**config.mk**
```make
export PLATFORM = sky130hd
export DESIGN_NAME = prch_ctrl
export DESIGN_NICKNAME = d
export VERILOG_FILES = /design/src/rtl/prch_pkg.sv /design/src/rtl/prch_ctrl.sv
export SDC_FILE = /design/constraint.sdc
export NUM_CORES = 1
export LEC_CHECK = 0
export ABC_AREA = 1
export BUFFER_PORTS_ARGS = -buffer_cell sky130_fd_sc_hd__clkbuf_2
export CAP_MARGIN = 15
export CORE_MARGIN = 2
export CORE_UTILIZATION = 52
export DETAILED_ROUTE_END_ITERATION = 8
export GPL_TIMING_DRIVEN = 0
export PLACE_DENSITY = 0.88
export SLEW_MARGIN = 20
export SYNTH_ARGS = -nofsm -noshare
export SYNTH_HDL_FRONTEND = slang
export SYNTH_SLANG_ARGS = --single-unit
```
**constraint.sdc**
```tcl
create_clock -name clk -period 2.3 [get_ports clk]
set_clock_uncertainty 0.05 [all_clocks]
set_input_delay 0.115 -clock clk [delete_from_list [all_inputs] [get_ports clk]]
set_output_delay 0.115 -clock clk [all_outputs]
set_load 0.01 [all_outputs]
```
**src/rtl/prch_pkg.sv**
```systemverilog
// ----------------------------------------------------------------------------
// prch_pkg
// Shared types and codes for the point hit-test unit: beat layouts, table
// entry layout, operation and figure codes, controller states and the
// command/status bundles between controller and datapath.
// ----------------------------------------------------------------------------
package prch_pkg;

	localparam int COORD_W  = 24;
	localparam int RADIUS_W = 23;
	localparam int PNUM_W   = 16;
	localparam int FIG_W    = 5;

	localparam logic [1:0] OP_CLEAR = 2'd0;
	localparam logic [1:0] OP_ADD   = 2'd1;
	localparam logic [1:0] OP_TEST  = 2'd2;

	localparam logic KIND_RECT   = 1'b0;
	localparam logic KIND_CIRCLE = 1'b1;

	typedef struct packed {
		logic [1:0]                 operation;
		logic                       figure_kind;
		logic signed [COORD_W-1:0]  first_x;
		logic signed [COORD_W-1:0]  first_y;
		logic signed [COORD_W-1:0]  second_x;
		logic signed [COORD_W-1:0]  second_y;
		logic [RADIUS_W-1:0]        radius;
		logic signed [COORD_W-1:0]  point_x;
		logic signed [COORD_W-1:0]  point_y;
	} in_beat_t;

	typedef struct packed {
		logic [PNUM_W-1:0] point_number;
		logic [FIG_W-1:0]  figure_number;
		logic              contained;
		logic              last_result;
	} out_beat_t;

	// one stored figure; circles keep the radius in right_or_radius
	typedef struct packed {
		logic                       kind;
		logic signed [COORD_W-1:0]  left_or_cx;
		logic signed [COORD_W-1:0]  top_or_cy;
		logic signed [COORD_W-1:0]  right_or_radius;
		logic signed [COORD_W-1:0]  bottom;
	} entry_t;

	typedef enum logic [1:0] {
		ST_IDLE,
		ST_SCAN,
		ST_DRAIN
	} state_t;

	typedef struct packed {
		logic clear;   // empty table, restart point numbering
		logic add;     // append figure from the input beat
		logic start;   // latch query point and its number
		logic issue;   // read one table entry into the compare pipe
		logic finish;  // emit the closing result of this point
	} cmd_t;

	typedef struct packed {
		logic adv;     // pipe and result register may move this cycle
		logic busy;    // compare pipe holds figures in flight
	} status_t;

endpackage

```
**src/rtl/prch_ctrl.sv**
```systemverilog
// ----------------------------------------------------------------------------
// prch_ctrl
// Sequencer: takes input beats; walks the figure table for a test point,
// one entry per cycle unless results stall, then empties the pipe and closes.
// ----------------------------------------------------------------------------
module prch_ctrl #(
	parameter int MAX_FIGURES = 16
) (
	input  logic                                       clk,
	input  logic                                       arst_n,
	input  logic                                       item_valid,
	input  logic [1:0]                                 item_op,
	output logic                                       item_ready,
	input  logic [$clog2(MAX_FIGURES+1)-1:0]           fig_count,
	input  prch_pkg::status_t                          status,
	output prch_pkg::cmd_t                             cmd,
	output logic [((MAX_FIGURES > 1) ? $clog2(MAX_FIGURES) : 1)-1:0] rd_addr
);
	import prch_pkg::*;

	localparam int CW = $clog2(MAX_FIGURES + 1);
	localparam int AW = (MAX_FIGURES > 1) ? $clog2(MAX_FIGURES) : 1;

	state_t        state_q, state_d;
	logic [CW-1:0] idx_q;
	logic          accept;
	logic          issue;
	logic          last_issue;

	assign accept     = item_valid && item_ready;
	assign issue      = (state_q == ST_SCAN) && (idx_q != fig_count) && status.adv;
	assign last_issue = issue && ((idx_q + CW'(1)) == fig_count);
	assign rd_addr    = idx_q[AW-1:0];

	always_comb begin
		state_d = state_q;
		unique case (state_q)
			ST_IDLE: begin
				if (accept && item_op == OP_TEST) begin
					state_d = ST_SCAN;
				end
			end
			ST_SCAN: begin
				if (fig_count == '0 || last_issue) begin
					state_d = ST_DRAIN;
				end
			end
			ST_DRAIN: begin
				if (!status.busy && status.adv) begin
					state_d = ST_IDLE;
				end
			end
			default: state_d = ST_IDLE;
		endcase
	end

	always_comb begin
		item_ready = 1'b0;
		cmd        = '0;
		unique case (state_q)
			ST_IDLE: begin
				item_ready = 1'b1;
				cmd.clear  = accept && item_op == OP_CLEAR;
				cmd.add    = accept && item_op == OP_ADD;
				cmd.start  = accept && item_op == OP_TEST;
			end
			ST_SCAN: begin
				cmd.issue = issue;
			end
			ST_DRAIN: begin
				cmd.finish = !status.busy && status.adv;
			end
			default: begin
				item_ready = 1'b0;
			end
		endcase
	end

	always_ff @(posedge clk or negedge arst_n) begin
		if (!arst_n) begin
			state_q <= ST_IDLE;
			idx_q   <= '0;
		end else begin
			state_q <= state_d;
			if (cmd.start) begin
				idx_q <= '0;
			end else if (issue) begin
				idx_q <= idx_q + CW'(1);
			end
		end
	end

endmodule

```
Word-level counts from Yosys, hierarchy flattened. Index checks and enable logic that the tools add are counted.

Reductions and logical operators: 15. Add/sub/neg operators: 1. Equality and inequality tests: 9. Mux-type cells: 10.

Operator list (count): 5-bit two-way mux (2); 1-bit logical AND (8); 2-bit two-way mux (3); 2-bit case mux with 3 select lines (1); 5-bit by 1-bit adder with 5-bit output (second input constant) (1); 5-bit equality test (1); 5-bit zero test (1); 5-bit inequality test (1); 2-bit by 1-bit equality test with 1-bit output (second input constant) (2); 2-bit equality test (second input constant) (2); 2-bit zero test (2); 2-bit inequality test (second input constant) (2); 1-bit two-way mux (3); 3-bit two-way mux (1); 3-bit AND reduction (1); 2-bit by 1-bit inequality test with 1-bit output (second input constant) (1); 2-bit nonzero test (1); 1-bit zero test (1); 1-bit logical OR (1).

Input bits: 12. Output and inout port bits: 10. Register bits after elaboration: 7. Logic and storage cells: 37.

Logic depth before layout (Yosys ltp).
Word-level depth: 7. Mapped depth: 12. Gate-level depth less buffers: 12.

Worst setup path before layout. No wires, ideal clock.

Path type: register to register. From: reg idx_q[0]. To: reg state_q[1]. Stages on the path, launching flop included: 12. Slack: 0.906 ns. Data arrival time: 1.276 ns. Path buffers: 0. Cell sequence: dfrtp_1 -> ha_1 -> inv_1 -> nand2_1 -> nand2_1 -> nor2_1 -> nand3_1 -> nor2_2 -> nand2_2 -> nand2_2 -> nand2_2 -> nor2_2.

Word-level cells in the longest chain between the ends: 7.

Ends and longest elaborated chain: start, declared (line prch_ctrl.sv:25) `logic [CW-1:0] idx_q;`; start signal, assigned (line prch_ctrl.sv:88) `idx_q <= idx_q + CW'(1);`; parallel branches: the longest is 3 deep, another holds 5-bit by 1-bit adder with 5-bit output; 1-bit logical AND * (line prch_ctrl.sv:32) `assign last_issue = issue && ((idx_q + CW'(1)) == fig_count);`; 1-bit logical OR * (line prch_ctrl.sv:44) `if (fig_count == '0 || last_issue) begin`; 2-bit by 1-bit inequality test with 1-bit output (no line) *; 3-bit AND reduction (no line) *; end signal, assigned (line prch_ctrl.sv:84) `state_q <= state_d;`; end, declared (line prch_ctrl.sv:24) `state_t state_q, state_d;`.

Mark *: on every way between the ends. A chain may end at the register's enable or synchronous reset.

Worst setup path after layout. Same ends and word-level chain as after synthesis.

==> metrics.md <==
| Metric | Value |
|---|---|
| I/O pin count | 22 |
| Clock power frac | 0.142 |
| Total CTS buffers | 3 |
| Vias per cell | 4.81 |
| Post-CTS Resized | 0 |
| CTS H-tree lvls | 1 |
| Wire per inst | 8.97 um |
| Antenna fix cells | 0 |
| Via Count | 712 |
| Reg power frac | 0.281 |
| Max incr delay on CP | 440 ps |
| Number of global-route vias before repair | 510 |
| Max-Cap Viols | 0 |
| Crit path cell chain | ha_1, inv_1, nand2_1, nand2_1, nor2_1, nand3_1, nor2_2, nand2_2, nand2_2, nand2_2, nor2_2 |
| CTS Root Cell | clkbuf_4 |
| Max FO, Critical Path | 6 |
| First-pass GRT wire length | 2040 um |
| Initial drt markers | 21 |
| Synthesis-to-layout area growth | 23.4% |
| Cells after Synth | 107 |
| DPL Wire Length | 1170 um |
| TritonRoute pass-1 iters | 4 |
| Die H | 40.3 um |
| GR Overflow Total | 0 |
| Yosys top cell by area | dfrtp_1 |
| RD Place Congestion | 0.788 |
| Rel. slew slack | 0.798 |
| # setup viols final | 0 |
| CTS tree | yes |
| Postcts setup bufs | 0 |
| Stages on worst setup path | 11 |
| Count of different cell masters after synthesis | 22 |
| # port buffers | 21 |
| Path category of the worst min-delay check | input port to register |
| Cell Area, Synth | 686 um2 |
| Die Wd | 40.3 um |
| Final Max Tran Viols | 0 |
| WL final | 1330 um |
| Final Util | 0.667 |
| # fillers | 119 |
| R2r worst-path depth | 11 |
| Yosys warns | 0 |
| Peak supply drop | 534 uV |
| Gate power share | 0.577 |
| Clk Latency, worst-skew pair | 240 ps |
| Clk slew on worst S/H paths | 50 ps |
| Total track usage | 0.189 |
| Worst-margin pin slew | 302 ps |
| Commonest non-fill, non-tap cell in the layout | nand2_1 |
| Sw frac | 0.454 |
| Pin count of the biggest net entering global routing | 8 |
| Min Tclk post-route | 1580 ps |
| Nets | 147 |
| Register area share after synthesis | 0.255 |
| Worst EP required | 2420 ps |
| Crit Path Category | register to register |
| #FFs+latches synth | 7 |
| Internal Power | 392 uW |
| Row count | 13 |
| Met3 Use GR | 0.0167 |
| Post-synthesis area per instance | 6.41 um2 |
| CP max stage cell | dfrtp_1 |
| Hold Crit Depth | 3 |
| Yosys top cell area share | 0.255 |
| M2 GR Usage | 0.327 |
| NetSw | 326 uW |
| CP endpoint kind | register |
| Total die area | 1620 um2 |
| Crit-path leading delay family | simple AND/OR/NAND/NOR gates |
| Peak Freq | 0.634 GHz |
| Most frequent cells in the layout | 37 x nand2_1, 21 x clkbuf_2, 17 x inv_1 |
| Hold Vio Cnt, Final | 0 |
| Final TNS setup | 0 ps |
| Core ar. | 1270 um2 |
| DRC | 0 |
| Status | finished clean |
| GRT busiest layer | met2 |
| Leakage | 0.000496 uW |
| CP Launch Type | register |
| Initial Util | 0.540 |
| Most common cell type on the critical path | nand2_2 |
| Buf+Inv Stages, Crit Path | 1 |
| RSZ-0062 raised after global routing | false |
| Data arrival time of the worst path | 1700 ps |
| CTS sink cnt | 7 |
| Hold WS | 194 ps |
| Synthesized Nets | 120 |
| CTS Buffer Depth | 2 |
| Met1 Usage GRT | 0.241 |
| Power Dens Cells | 850 nW/um2 |
| Initial antenna violation count | 0 |
| Fraction of layout instances using a drive strength above 1 | 0.338 |
| Synth area leaders | dfrtp_1 26%, nand2_1 20%, inv_1 9.3% |
| Antenna-violating nets left | 0 |
| Fin crit share | 0.686 |
cells in the mapped netlist:
cell      number
nor2_8         1
a21oi_1        1
xnor2_1        1
nor2_4         2
nand4_1        2
ha_1           1
nor2_1         4
o21ai_1        4
inv_1         17
nand3_2        1
nor2_2         3
dfrtp_1        7
xor2_1         1
clkinv_1       1
inv_2          1
nand2_4        2
nor3_1         2
nand2_2        7
nand3_1        7
o21ai_0        1
buf_4          4
nand2_1       37
per-layer routing:
layer	vias up	part of all wire	routed length, um
met5	-	0	0
met4	0	0	0
met3	0	0.043	57
met2	18	0.52	688
met1	319	0.44	583
li1	375	-	-
tightest hold or removal path: cells and delay by family:
| family | cells | cell delay [ps] |
|---|---|---|
| and+or+nand+nor | 2 | 240 |
| buffers and inverters | 1 | 90 |
power groups by stage:
stage | combinational [uW] | sequential [uW] | clock [uW]
after CTS | 419 | 200 | 108
after global routing | 474 | 207 | 120
after detailed placement | 416 | 203 | 0
final | 415 | 202 | 102
after global placement | 402 | 200 | 0
after floorplan | 318 | 192 | 0
cells by family after synthesis:
| family | count (synthesis) | synth area share |
|---|---|---|
| flops | 7 | 0.255 |
| compound gates | 6 | 0.0438 |
| buf+inv | 23 | 0.148 |
| fa+ha+maj | 1 | 0.0182 |
| simple gates | 68 | 0.509 |
| xor+xnor | 2 | 0.0256 |
final timing paths:
kind / end / start / slack, ps
worst max-delay path: state_q[1] / idx_q[0] / 720
worst min-delay path: state_q[0] / item_valid / 190
worst max register to register: state_q[1] / idx_q[0] / 720
worst min register to register: idx_q[4] / idx_q[4] / 510
max in group asynchronous: idx_q[3] / arst_n / 1820
min in group asynchronous: idx_q[4] / arst_n / 220
through the flow:
stage / total power, uW / worst slack (ps) / std cells / instance area [um2]
after global placement: 603 / 794 / 143 / 810
after floorplan: 510 / 906 / 107 / 686
final: 719 / 723 / 148 / 846
after global routing: 802 / 603 / 148 / 846
after CTS: 728 / 728 / 148 / 846
after detailed placement: 619 / 741 / 143 / 810
cell type report:
class	count	area (um2)	share of cell area
multi-input combinational	77	409	0.484
timing repair buffer	22	115	0.136
sequential	7	175	0.207
buffer	4	30.0	0.0355
clock buffer	4	26.3	0.0311
inverter	19	71.3	0.0843
tap	15	18.8	0.0222
state kept, by name (all words and copies together), names as in the netlist:
signal and flops:
idx_q 5, state_q 2
repair_timing:
| item | CTS | global route |
|---|---|---|
| hold buffers | 1 | 0 |
| endpoints found under the setup margin | 0 | 0 |
| endpoints found under the hold margin | 7 | 0 |
(Power assumes the default switching activity.)
